===== config.mk =====
export PLATFORM = sky130hd
export DESIGN_NAME = msgpack_item_encoder_top
export DESIGN_NICKNAME = d
export VERILOG_FILES = /design/src/design/mpe_pkg.sv /design/src/design/msgpack_item_encoder_top.sv
export SDC_FILE = /design/constraint.sdc
export NUM_CORES = 1
export LEC_CHECK = 0
export ABC_AREA = 0
export BUFFER_PORTS_ARGS = -buffer_cell sky130_fd_sc_hd__buf_2
export CAP_MARGIN = 10
export CORE_AREA = 2 2 178 180
export CTS_BUF_LIST = sky130_fd_sc_hd__clkbuf_2 sky130_fd_sc_hd__clkbuf_4 sky130_fd_sc_hd__clkbuf_8
export CTS_CLUSTER_DIAMETER = 30
export CTS_CLUSTER_SIZE = 40
export DETAILED_ROUTE_END_ITERATION = 10
export DIE_AREA = 0 0 180 182
export MAX_ROUTING_LAYER = met4
export SYNTH_ARGS = -nofsm -noshare
export SYNTH_HDL_FRONTEND = slang
export SYNTH_SLANG_ARGS = --single-unit

===== constraint.sdc =====
create_clock -name i_clk -period 5.92 [get_ports i_clk]
set_input_delay 0.296 -clock i_clk [delete_from_list [all_inputs] [get_ports i_clk]]
set_output_delay 0.296 -clock i_clk [all_outputs]
set_load 0.05 [all_outputs]

===== src/design/mpe_pkg.sv =====
// package: function codes, tag bytes and the encoded-item type for the msgpack item encoder
`timescale 1ns / 1ps
`default_nettype none
package mpe_pkg;

    // value kinds carried on the func field
    localparam logic [3:0] FN_NIL     = 4'd0;
    localparam logic [3:0] FN_BOOL    = 4'd1;
    localparam logic [3:0] FN_INT32   = 4'd2;
    localparam logic [3:0] FN_UINT32  = 4'd3;
    localparam logic [3:0] FN_INT64   = 4'd4;
    localparam logic [3:0] FN_UINT64  = 4'd5;
    localparam logic [3:0] FN_F32     = 4'd6;
    localparam logic [3:0] FN_F64     = 4'd7;
    localparam logic [3:0] FN_ARR     = 4'd8;
    localparam logic [3:0] FN_MAP     = 4'd9;
    localparam logic [3:0] FN_STR     = 4'd10;
    localparam logic [3:0] FN_BIN     = 4'd11;
    localparam logic [3:0] FN_UUID    = 4'd12;
    localparam logic [3:0] FN_PAYLOAD = 4'd13;

    // configuration register indexes
    localparam logic [7:0] CFG_COMPAT_MODE   = 8'd0;
    localparam logic [7:0] CFG_UUID_EXT_TYPE = 8'd1;
    localparam logic [7:0] UUID_EXT_RESET    = 8'd30;

    // msgpack tag bytes
    localparam logic [7:0] TAG_NIL    = 8'hc0;
    localparam logic [7:0] TAG_FALSE  = 8'hc2;
    localparam logic [7:0] TAG_TRUE   = 8'hc3;
    localparam logic [7:0] TAG_BIN8   = 8'hc4;
    localparam logic [7:0] TAG_BIN16  = 8'hc5;
    localparam logic [7:0] TAG_BIN32  = 8'hc6;
    localparam logic [7:0] TAG_F32    = 8'hca;
    localparam logic [7:0] TAG_F64    = 8'hcb;
    localparam logic [7:0] TAG_UINT8  = 8'hcc;
    localparam logic [7:0] TAG_UINT16 = 8'hcd;
    localparam logic [7:0] TAG_UINT32 = 8'hce;
    localparam logic [7:0] TAG_UINT64 = 8'hcf;
    localparam logic [7:0] TAG_INT8   = 8'hd0;
    localparam logic [7:0] TAG_INT16  = 8'hd1;
    localparam logic [7:0] TAG_INT32  = 8'hd2;
    localparam logic [7:0] TAG_INT64  = 8'hd3;
    localparam logic [7:0] TAG_EXT16B = 8'hd8;
    localparam logic [7:0] TAG_STR8   = 8'hd9;
    localparam logic [7:0] TAG_STR16  = 8'hda;
    localparam logic [7:0] TAG_STR32  = 8'hdb;
    localparam logic [7:0] TAG_ARR16  = 8'hdc;
    localparam logic [7:0] TAG_ARR32  = 8'hdd;
    localparam logic [7:0] TAG_MAP16  = 8'hde;
    localparam logic [7:0] TAG_MAP32  = 8'hdf;
    localparam logic [7:0] FIX_ARR    = 8'h90;
    localparam logic [7:0] FIX_MAP    = 8'h80;
    localparam logic [7:0] FIX_STR    = 8'ha0;

    // number of bytes following the first byte
    localparam logic [3:0] DLEN_0 = 4'd0;
    localparam logic [3:0] DLEN_1 = 4'd1;
    localparam logic [3:0] DLEN_2 = 4'd2;
    localparam logic [3:0] DLEN_4 = 4'd4;
    localparam logic [3:0] DLEN_8 = 4'd8;

    // one classified item: first byte, count of following bytes, operand
    typedef struct packed {
        logic [7:0]  first;
        logic [3:0]  dlen;
        logic [63:0] data;
    } t_enc;

endpackage
`default_nettype wire


===== src/design/msgpack_item_encoder_top.sv =====
// msgpack item encoder: input register, classify stage, byte serialiser, output register
//
// Use: each input word (i_func, i_value) names one value kind and its operand; the
// block emits the MessagePack bytes for it, most significant first, one byte per
// output word, with o_last high on the final byte of that input word. Container,
// string, binary and UUID kinds give only their headers; payload bytes follow as
// payload words. Kinds 14 and 15 produce nothing.
// Channels: input (i_valid/o_ready), output (o_valid/i_ready), and a config write
// channel (i_cfg_valid/o_cfg_ready, always ready) with register 0 compat_mode and
// register 1 uuid_ext_type; write config only while the block is empty.
// Path: the first byte of a word reaches the output after passing through the input
// register, classify register, serialiser and output register, in that order.
// Throughput: one output byte per cycle while the receiver keeps i_ready high; a word
// of n bytes (1 to 9) occupies the serialiser until all n bytes have left, so single-byte
// words stream at one word per cycle and multi-byte headers hold the input back while their bytes drain.
// Reset: pipeline emptied, compat_mode cleared, uuid_ext_type set to 30.
// Stall: when the receiver drops i_ready the output word holds and backpressure
// ripples back stage by stage to o_ready; nothing is lost or repeated.
`timescale 1ns / 1ps
`default_nettype none
module msgpack_item_encoder_top
    import mpe_pkg::*;
(
    input  wire logic        i_clk,
    input  wire logic        i_rst_n,
    // input words
    input  wire logic        i_valid,
    output logic             o_ready,
    input  wire logic [3:0]  i_func,
    input  wire logic [63:0] i_value,
    // output bytes
    output logic             o_valid,
    input  wire logic        i_ready,
    output logic [7:0]       o_out_byte,
    output logic             o_last,
    // configuration writes
    input  wire logic        i_cfg_valid,
    output logic             o_cfg_ready,
    input  wire logic [7:0]  i_cfg_index,
    input  wire logic [7:0]  i_cfg_data
);

    // configuration registers
    logic       r_compat_mode;
    logic [7:0] r_uuid_ext_type;

    assign o_cfg_ready = 1'b1;

    always_ff @(posedge i_clk) begin
        if (!i_rst_n) begin
            r_compat_mode   <= 1'b0;
            r_uuid_ext_type <= UUID_EXT_RESET;
        end else if (i_cfg_valid) begin
            if (i_cfg_index == CFG_COMPAT_MODE) begin
                r_compat_mode <= i_cfg_data[0];
            end else if (i_cfg_index == CFG_UUID_EXT_TYPE) begin
                r_uuid_ext_type <= i_cfg_data;
            end
        end
    end

    // pipeline registers
    logic        r_in_valid;
    logic [3:0]  r_in_func;
    logic [63:0] r_in_value;
    logic        r_enc_valid;
    t_enc        r_enc;
    logic [71:0] r_ser_buf;
    logic [3:0]  r_ser_cnt;
    logic        r_out_valid;
    logic [7:0]  r_out_byte;
    logic        r_out_last;

    logic        n_enc_valid;
    t_enc        n_enc;
    logic [71:0] n_ser_buf;
    logic [3:0]  n_ser_cnt;
    logic        out_load;
    logic        ser_take;
    logic        enc_adv;

    // unsigned 32-bit in the smallest form
    function automatic t_enc enc_u32(input logic [31:0] u);
        t_enc e;
        e.data = {32'd0, u};
        if (u <= 32'd127) begin
            e.first = u[7:0];
            e.dlen  = DLEN_0;
        end else if (u <= 32'hff) begin
            e.first = TAG_UINT8;
            e.dlen  = DLEN_1;
        end else if (u <= 32'hffff) begin
            e.first = TAG_UINT16;
            e.dlen  = DLEN_2;
        end else begin
            e.first = TAG_UINT32;
            e.dlen  = DLEN_4;
        end
        return e;
    endfunction

    // signed 32-bit in the smallest form
    function automatic t_enc enc_s32(input logic [31:0] b);
        t_enc e;
        e.data = {32'd0, b};
        if (!b[31]) begin
            e = enc_u32(b);
        end else if (b >= 32'hffffffe0) begin
            e.first = b[7:0];
            e.dlen  = DLEN_0;
        end else if (b >= 32'hffffff80) begin
            e.first = TAG_INT8;
            e.dlen  = DLEN_1;
        end else if (b >= 32'hffff8000) begin
            e.first = TAG_INT16;
            e.dlen  = DLEN_2;
        end else begin
            e.first = TAG_INT32;
            e.dlen  = DLEN_4;
        end
        return e;
    endfunction

    // length headers of arrays and maps
    function automatic t_enc enc_len(input logic [31:0] len, input logic [7:0] fix,
                                     input logic [7:0] t16, input logic [7:0] t32);
        t_enc e;
        e.data = {32'd0, len};
        if (len <= 32'd15) begin
            e.first = fix | len[7:0];
            e.dlen  = DLEN_0;
        end else if (len <= 32'hffff) begin
            e.first = t16;
            e.dlen  = DLEN_2;
        end else begin
            e.first = t32;
            e.dlen  = DLEN_4;
        end
        return e;
    endfunction

    // string headers, str8 left out in compat mode
    function automatic t_enc enc_str(input logic [31:0] len, input logic compat);
        t_enc e;
        e.data = {32'd0, len};
        if (len <= 32'd31) begin
            e.first = FIX_STR | len[7:0];
            e.dlen  = DLEN_0;
        end else if (len <= 32'hff && !compat) begin
            e.first = TAG_STR8;
            e.dlen  = DLEN_1;
        end else if (len <= 32'hffff) begin
            e.first = TAG_STR16;
            e.dlen  = DLEN_2;
        end else begin
            e.first = TAG_STR32;
            e.dlen  = DLEN_4;
        end
        return e;
    endfunction

    // stage 1: input register
    assign o_ready = !r_in_valid || enc_adv;

    always_ff @(posedge i_clk) begin
        if (!i_rst_n) begin
            r_in_valid <= 1'b0;
        end else if (o_ready) begin
            r_in_valid <= i_valid;
        end
    end

    always_ff @(posedge i_clk) begin
        if (o_ready && i_valid) begin
            r_in_func  <= i_func;
            r_in_value <= i_value;
        end
    end

    // stage 2: classify the kind into first byte and following byte count
    always_comb begin
        n_enc       = '{first: TAG_NIL, dlen: DLEN_0, data: r_in_value};
        n_enc_valid = r_in_valid;
        unique case (r_in_func)
            FN_NIL:     n_enc.first = TAG_NIL;
            FN_BOOL:    n_enc.first = (r_in_value != 64'd0) ? TAG_TRUE : TAG_FALSE;
            FN_INT32:   n_enc = enc_s32(r_in_value[31:0]);
            FN_UINT32:  n_enc = enc_u32(r_in_value[31:0]);
            FN_INT64: begin
                if (r_in_value[63:32] == 32'd0) begin
                    n_enc = enc_u32(r_in_value[31:0]);
                end else if (r_in_value >= 64'hffffffff80000000) begin
                    n_enc = enc_s32(r_in_value[31:0]);
                end else begin
                    n_enc.first = TAG_INT64;
                    n_enc.dlen  = DLEN_8;
                end
            end
            FN_UINT64: begin
                if (r_in_value[63:32] == 32'd0) begin
                    n_enc = enc_u32(r_in_value[31:0]);
                end else begin
                    n_enc.first = TAG_UINT64;
                    n_enc.dlen  = DLEN_8;
                end
            end
            FN_F32: begin
                n_enc.first = TAG_F32;
                n_enc.dlen  = DLEN_4;
            end
            FN_F64: begin
                n_enc.first = TAG_F64;
                n_enc.dlen  = DLEN_8;
            end
            FN_ARR:     n_enc = enc_len(r_in_value[31:0], FIX_ARR, TAG_ARR16, TAG_ARR32);
            FN_MAP:     n_enc = enc_len(r_in_value[31:0], FIX_MAP, TAG_MAP16, TAG_MAP32);
            FN_STR:     n_enc = enc_str(r_in_value[31:0], r_compat_mode);
            FN_BIN: begin
                if (r_compat_mode) begin
                    n_enc = enc_str(r_in_value[31:0], 1'b1);
                end else if (r_in_value[31:0] <= 32'hff) begin
                    n_enc.first = TAG_BIN8;
                    n_enc.dlen  = DLEN_1;
                end else if (r_in_value[31:0] <= 32'hffff) begin
                    n_enc.first = TAG_BIN16;
                    n_enc.dlen  = DLEN_2;
                end else begin
                    n_enc.first = TAG_BIN32;
                    n_enc.dlen  = DLEN_4;
                end
            end
            FN_UUID: begin
                n_enc.first = TAG_EXT16B;
                n_enc.dlen  = DLEN_1;
                n_enc.data  = {56'd0, r_uuid_ext_type};
            end
            FN_PAYLOAD: n_enc.first = r_in_value[7:0];
            // unused kinds give no bytes and are dropped here
            default:    n_enc_valid = 1'b0;
        endcase
    end

    assign enc_adv = !r_enc_valid || ser_take;

    always_ff @(posedge i_clk) begin
        if (!i_rst_n) begin
            r_enc_valid <= 1'b0;
        end else if (enc_adv) begin
            r_enc_valid <= n_enc_valid;
        end
    end

    always_ff @(posedge i_clk) begin
        if (enc_adv && n_enc_valid) begin
            r_enc <= n_enc;
        end
    end

    // stage 3: serialiser, bytes left-aligned in a shift buffer
    assign out_load = (r_ser_cnt != 4'd0) && (!r_out_valid || i_ready);
    assign ser_take = r_enc_valid && ((r_ser_cnt == 4'd0) || ((r_ser_cnt == 4'd1) && out_load));

    always_comb begin
        n_ser_buf = r_ser_buf;
        n_ser_cnt = r_ser_cnt;
        if (out_load) begin
            n_ser_buf = {r_ser_buf[63:0], 8'd0};
            n_ser_cnt = r_ser_cnt - 4'd1;
        end
        if (ser_take) begin
            n_ser_cnt = r_enc.dlen + 4'd1;
            case (r_enc.dlen)
                DLEN_1:  n_ser_buf = {r_enc.first, r_enc.data[7:0], 56'd0};
                DLEN_2:  n_ser_buf = {r_enc.first, r_enc.data[15:0], 48'd0};
                DLEN_4:  n_ser_buf = {r_enc.first, r_enc.data[31:0], 32'd0};
                DLEN_8:  n_ser_buf = {r_enc.first, r_enc.data};
                default: n_ser_buf = {r_enc.first, 64'd0};
            endcase
        end
    end

    always_ff @(posedge i_clk) begin
        if (!i_rst_n) begin
            r_ser_cnt <= 4'd0;
        end else begin
            r_ser_cnt <= n_ser_cnt;
        end
    end

    always_ff @(posedge i_clk) begin
        r_ser_buf <= n_ser_buf;
    end

    // stage 4: output register
    always_ff @(posedge i_clk) begin
        if (!i_rst_n) begin
            r_out_valid <= 1'b0;
        end else if (!r_out_valid || i_ready) begin
            r_out_valid <= out_load;
        end
    end

    always_ff @(posedge i_clk) begin
        if (out_load) begin
            r_out_byte <= r_ser_buf[71:64];
            r_out_last <= (r_ser_cnt == 4'd1);
        end
    end

    assign o_valid    = r_out_valid;
    assign o_out_byte = r_out_byte;
    assign o_last     = r_out_last;

    // checks
    a_ser_cnt_range: assert property (@(posedge i_clk) disable iff (!i_rst_n)
        r_ser_cnt <= 4'd9)
        else $error("serialiser count out of range");

    a_no_load_on_stall: assert property (@(posedge i_clk) disable iff (!i_rst_n)
        (r_out_valid && !i_ready) |-> !out_load)
        else $error("output word overwritten while stalled");

    a_cnt_falls: assert property (@(posedge i_clk) disable iff (!i_rst_n)
        !ser_take |=> r_ser_cnt <= $past(r_ser_cnt))
        else $error("serialiser count rose without a new word");

    a_dlen_legal: assert property (@(posedge i_clk) disable iff (!i_rst_n)
        r_enc_valid |-> (r_enc.dlen == DLEN_0 || r_enc.dlen == DLEN_1 ||
                         r_enc.dlen == DLEN_2 || r_enc.dlen == DLEN_4 ||
                         r_enc.dlen == DLEN_8))
        else $error("illegal byte count from classify stage");

    a_last_ends_word: assert property (@(posedge i_clk) disable iff (!i_rst_n)
        (out_load && r_ser_cnt == 4'd1) |=> (r_out_valid && r_out_last))
        else $error("final byte not marked last");

endmodule
`default_nettype wire


# Yosys cells after proc, flatten, opt, wreduce, memory -nomap -nowiden
# Cells that the tools add are included.
# Widths: inputs -> output; s select.
word_totals:
  rom_bits: 0
  memories: 0
  latch_bits: 0
  elab_cells: 104
  ff_bits: 241
  ram_bits: 0
op_classes:
  n_mul: 0
  n_addsub: 2
  n_reduce_logical: 25
  shifts: 0
  bitwise_logic: 1
  muxes: 34
  n_lt_le_gt_ge: 9
  n_div: 0
  eq_ne: 19
op_table:
  columns: ["op", "count"]
  rows:
  - ["$pmux 64 s5", 1]
  - ["$pmux 64 s4", 1]
  - ["$mux 64", 3]
  - ["$mux 72", 2]
  - ["$mux 12", 10]
  - ["$pmux 8 s13", 1]
  - ["$ge 32x32->1 const B", 3]
  - ["$mux 76", 1]
  - ["$ge 64x64->1 const B", 1]
  - ["$reduce_bool 64->1", 1]
  - ["$pmux 4 s11", 1]
  - ["$le 32x16->1 const B", 1]
  - ["$le 32x4->1 const B", 1]
  - ["$le 32x5->1 const B", 1]
  - ["$le 32x7->1 const B", 1]
  - ["$le 32x8->1 const B", 1]
  - ["$logic_not 32->1", 1]
  - ["$mux 6", 5]
  - ["$eq 4x4->1 const B", 7]
  - ["$mux 11", 2]
  - ["$eq 4x3->1 const B", 5]
  - ["$mux 5", 3]
  - ["$reduce_or 14->1", 1]
  - ["$eq 4x1->1 const B", 3]
  - ["other kinds (17)", 33]

# Depth between registers and ports, before layout
logic_depth:
  word_depth: 9
  mapped_depth: 10
  ltp_nobuf: 7

# Least setup slack after synthesis
# No wires, ideal clock.
synth_path:
  path_type: "register -> register"
  startpoint: "reg r_out_valid, in the netlist o_valid"
  endpoint: "reg r_in_func[0] (enable)"
  path_buffers: 0
  path_stages_with_launch: 6
  setup_slack_ns: 1.032
  setup_ns: 0.516
  arrival_time_ns: 4.371
  path_cell_list: "dfxtp_1 -> nand2b_1 -> a21oi_1 -> nor3_1 -> nor2b_1 -> a21oi_1"
synth_via:
  elab_chain_len: 9
synth_lines:
  columns: ["element", "line", "text"]
  rows:
  - ["start, declared", "msgpack_item_encoder_top.sv:70", "logic r_out_valid;"]
  - ["start signal, assigned", "msgpack_item_encoder_top.sv:299", "r_out_valid <= out_load;"]
  - ["$logic_not 1->1", "msgpack_item_encoder_top.sv:260", "assign out_load = (r_ser_cnt != 4'd0) && (!r_out_valid || i_ready);"]
  - ["$logic_or 1x1->1", "msgpack_item_encoder_top.sv:260", null]
  - ["$logic_and 1x1->1", "msgpack_item_encoder_top.sv:260", null]
  - ["$logic_and 1x1->1", "msgpack_item_encoder_top.sv:261", "assign ser_take = r_enc_valid && ((r_ser_cnt == 4'd0) || ((r_ser_cnt == 4'd1) && out_load));"]
  - ["$logic_or 1x1->1", "msgpack_item_encoder_top.sv:261", null]
  - ["$logic_and 1x1->1", "msgpack_item_encoder_top.sv:261", null]
  - ["$logic_or 1x1->1", "msgpack_item_encoder_top.sv:243", "assign enc_adv = !r_enc_valid || ser_take;"]
  - ["$logic_or 1x1->1", "msgpack_item_encoder_top.sv:163", "assign o_ready = !r_in_valid || enc_adv;"]
  - ["$logic_and 1x1->1", "msgpack_item_encoder_top.sv:174", "if (o_ready && i_valid) begin"]
  - ["end signal, assigned", "msgpack_item_encoder_top.sv:175", "r_in_func <= i_func;"]
  - ["end, declared", "msgpack_item_encoder_top.sv:64", "logic [3:0] r_in_func;"]
# No other way between the ends.
# A chain may end at the register's enable or synchronous reset.

==> metrics.md <==
| Metric | Value |
|---|---|
| Status | `finished clean` |
| Cell-by-cell trace of the critical path | `nor4_1 > nand4_1 > nor2_1 > o21ai_0 > a221oi_2 > buf_4 > nor2b_1` |
| ANT cells | `0` |
| Pin count of the biggest net entering global routing | `77` |
| Initial cell density of the core | `about a third` |
| Fmax | `0.327 GHz` |
| H-tree Lvls | `2` |
| Die area | `~33,000 um2` |
| Met1 wire length | `around 13,000 um` |
| Share of cells above drive strength 1 | `19.9%` |
| Clock sink count | `approximately 240` |
| CP arrival | `between 3 and 4 ns` |
| DR pass1 iterations | `5` |
| Cells after Synth | `~870` |
| Drt wl/cell | `approximately 20 um` |
| Reg2reg setup slack | `between 2 and 3 ns` |
| Worst Hold Class | `primary input to flip-flop` |
| Met3 wire length | `1650 um` |
| Max_slew headroom | `between 30% and 40%` |
| Total negative slack | `0 ns` |
| Final Hold Viols | `0` |
| Synth Flop Type | `edfxtp_1` |
| Worst path slowest cell | `nor2_1` |
| Worst vdd ir | `about 240 uV` |
| PwrDens | `just over 400 nW/um2` |
| Fin area | `between 10,000 and 15,000 um2` |
| First-pass GRT wire length | `44,700 um` |
| Max_cap viols | `0` |
| P_leak | `slightly below 5 nW` |
| Synth top area share | `63.7%` |
| CTS tree | `done` |
| CP max FO | `32` |
| Worst-Margin Slew | `between 1 and 1.5 ns` |
| WP buf/inv | `1` |
| Number of synthesized flops with an enable pin | `225` |
| Root buffer cell | `clkbuf_8` |
| Final ANT Viol Nets | `0` |
| Nets | `between 1,000 and 1,500` |
| Placer congestion estimate | `between 0.9 and 1` |
| Max-slew violations | `0` |
| Met2 WL | `between 10,000 and 15,000 um` |
| Critical path type | `flip-flop to flip-flop` |
| DRC Markers | `0` |
| Cts hold-fix bufs | `79` |
| Yosys cell types | `67` |
| Post-route clock period utilization | `51.7%` |
| DIE WIDTH | `approximately 180 um` |
| Commonest cells after routing, fill and taps aside | `225 x edfxtp_1, 126 x nand2_1, 99 x buf_2` |
| 1st-iter DRT viols | `between 800 and 900` |
| Synth area leaders | `edfxtp_1 64%, nand2_1 4.5%, nor2b_1 4.1%` |
| Clock-pin slew on the worst setup and hold paths | `approximately 0.06 ns` |
| Post-DP Area | `11,500 um2` |
| Via-per-instance ratio | `just over 5` |
| CTS Buf Count | `50` |
| Mapped Area | `roughly 11,000 um2` |
| Setup bufs post-CTS | `0` |
| Worst-Skew Late Latency | `a little under 0.6 ns` |
| Die Ht | `approximately 180 um` |
| Top Ports | `about 100` |
| Post-DP HPWL | `approximately 19,000 um` |
| Clock Path Buffers | `3` |
| Mapped Nets | `about 960` |
| Final Critical Period | `3.06 ns` |
| CP Capture Type | `flip-flop` |
| Input/output buffers | `99` |
| Critical Path Source Type | `flip-flop` |
| Final setup vio count | `0` |
| RSZ-0062 raised after global routing | `false` |
| Drt total wl | `29,200 um` |
| Post-synth ARST share | `0%` |
| Avg Inst Size Synth | `around 12 um2` |
| CP Data Required Time | `~6.2 ns` |
| Most common cell after layout, fill and taps aside | `edfxtp_1` |
| Ys Warns | `0` |
| Crit-path max cell delay | `about 0.66 ns` |
| P&R area growth vs syn | `26.4%` |
| Power, Total | `approximately 5.4 mW` |
| #FFs+latches synth | `approximately 240` |
| DR top layer | `met4` |
| Synth area leader | `edfxtp_1` |
| Post-synthesis sequential area ratio | `between 60% and 70%` |
| Largest delay share family, worst path | `simple AND/OR/NAND/NOR gates` |
| Via Count | `between 7,000 and 8,000` |
| Core area | `approximately 31,000 um2` |
| Max Clock Skew | `approximately 0.039 ns` |
| Tot GR Track Use | `between 15 and 20%` |
| Initial antenna violation count | `0` |
| Overflow after GRT | `0` |
| Num rows | `65` |
| Vias in the first global route | `~7,600` |
| Gates resized, CTS repair | `0` |
sequential cells by signal, indices dropped and copies added (netlist names):
name,count
o_last,1
o_out_byte,8
o_valid,1
r_compat_mode,1
r_enc,76
r_enc_valid,1
r_in_func,4
r_in_valid,1
r_in_value,64
r_ser_buf,72
r_ser_cnt,4
r_uuid_ext_type,8
cell usage after synthesis, drive strengths merged (4+ instances only):
master,count
edfxtp,225
nor2,60
and2,4
nand2,127
buf,7
o31ai,4
mux2,4
nand3,37
nand2b,9
dfxtp,16
mux2i,10
a221oi,26
nor4,24
clkbuf,45
or2,4
and3,13
inv,10
nor2b,69
or3,5
ha,6
o21ai,40
a222oi,8
nor3,8
a22o,8
a21oi,21
nand4,18
o211ai,4
nor3b,5
o22ai,6
area by class of cell:
cell class              count  area, um2
inverters                  10       37.5
clock buffers              56        733
well taps                 402        503
flip-flops and latches    241       7080
fillers                  2827      17600
clock inverters            36        334
multi-input cells         566       3340
repair buffers            190       1380
worst paths after layout:
kind	from	to	depth (start not counted)
min reg2reg	r_ser_buf[65]	o_out_byte[1]	0
max	r_in_value[39]	r_enc[43]	7
max reg2reg	r_in_value[39]	r_enc[43]	7
min	i_rst_n	r_uuid_ext_type[4]	2
kinds of logic after synthesis:
group	share of synthesized area [%]
compound gates	10.0
xor+xnor	0.331
fa+ha+maj	0.708
buf+inv	2.24
flops	66.8
mux	1.37
other cells	0.0354
simple gates	18.6
stage by stage:
| stage | utilization [%] | setup WS [ns] | cells | hold slack, ns |
|---|---|---|---|---|
| 2_1_floorplan | - | 1.03 | 869 | 0.395 |
| 3_3_place_gp | 37.2 | 2.93 | 1330 | 0.404 |
| 3_5_place_dp | 37.2 | 2.95 | 1330 | 0.405 |
| 4_1_cts | 43.2 | 2.89 | 1501 | 0.000892 |
| 5_1_grt | 43.2 | 2.66 | 1501 | 0.0339 |
| 6_report | 43.2 | 2.86 | 1501 | 0.0269 |
per-layer routing:
metal / global-route usage, % / vias up
li1: - / 3677
met1: 23.7 / 3759
met2: 28.8 / 294
met3: 2.79 / 51
met4: 5.24 / 0
met5: - / -
report_power, final:
group | switching, mW | internal [mW]
clock network | 0.790 | 1.03
registers | 0.172 | 2.47
logic | 0.662 | 0.293
total | 1.62 | 3.79
Note: power is estimated with default switching activity, not from simulation.
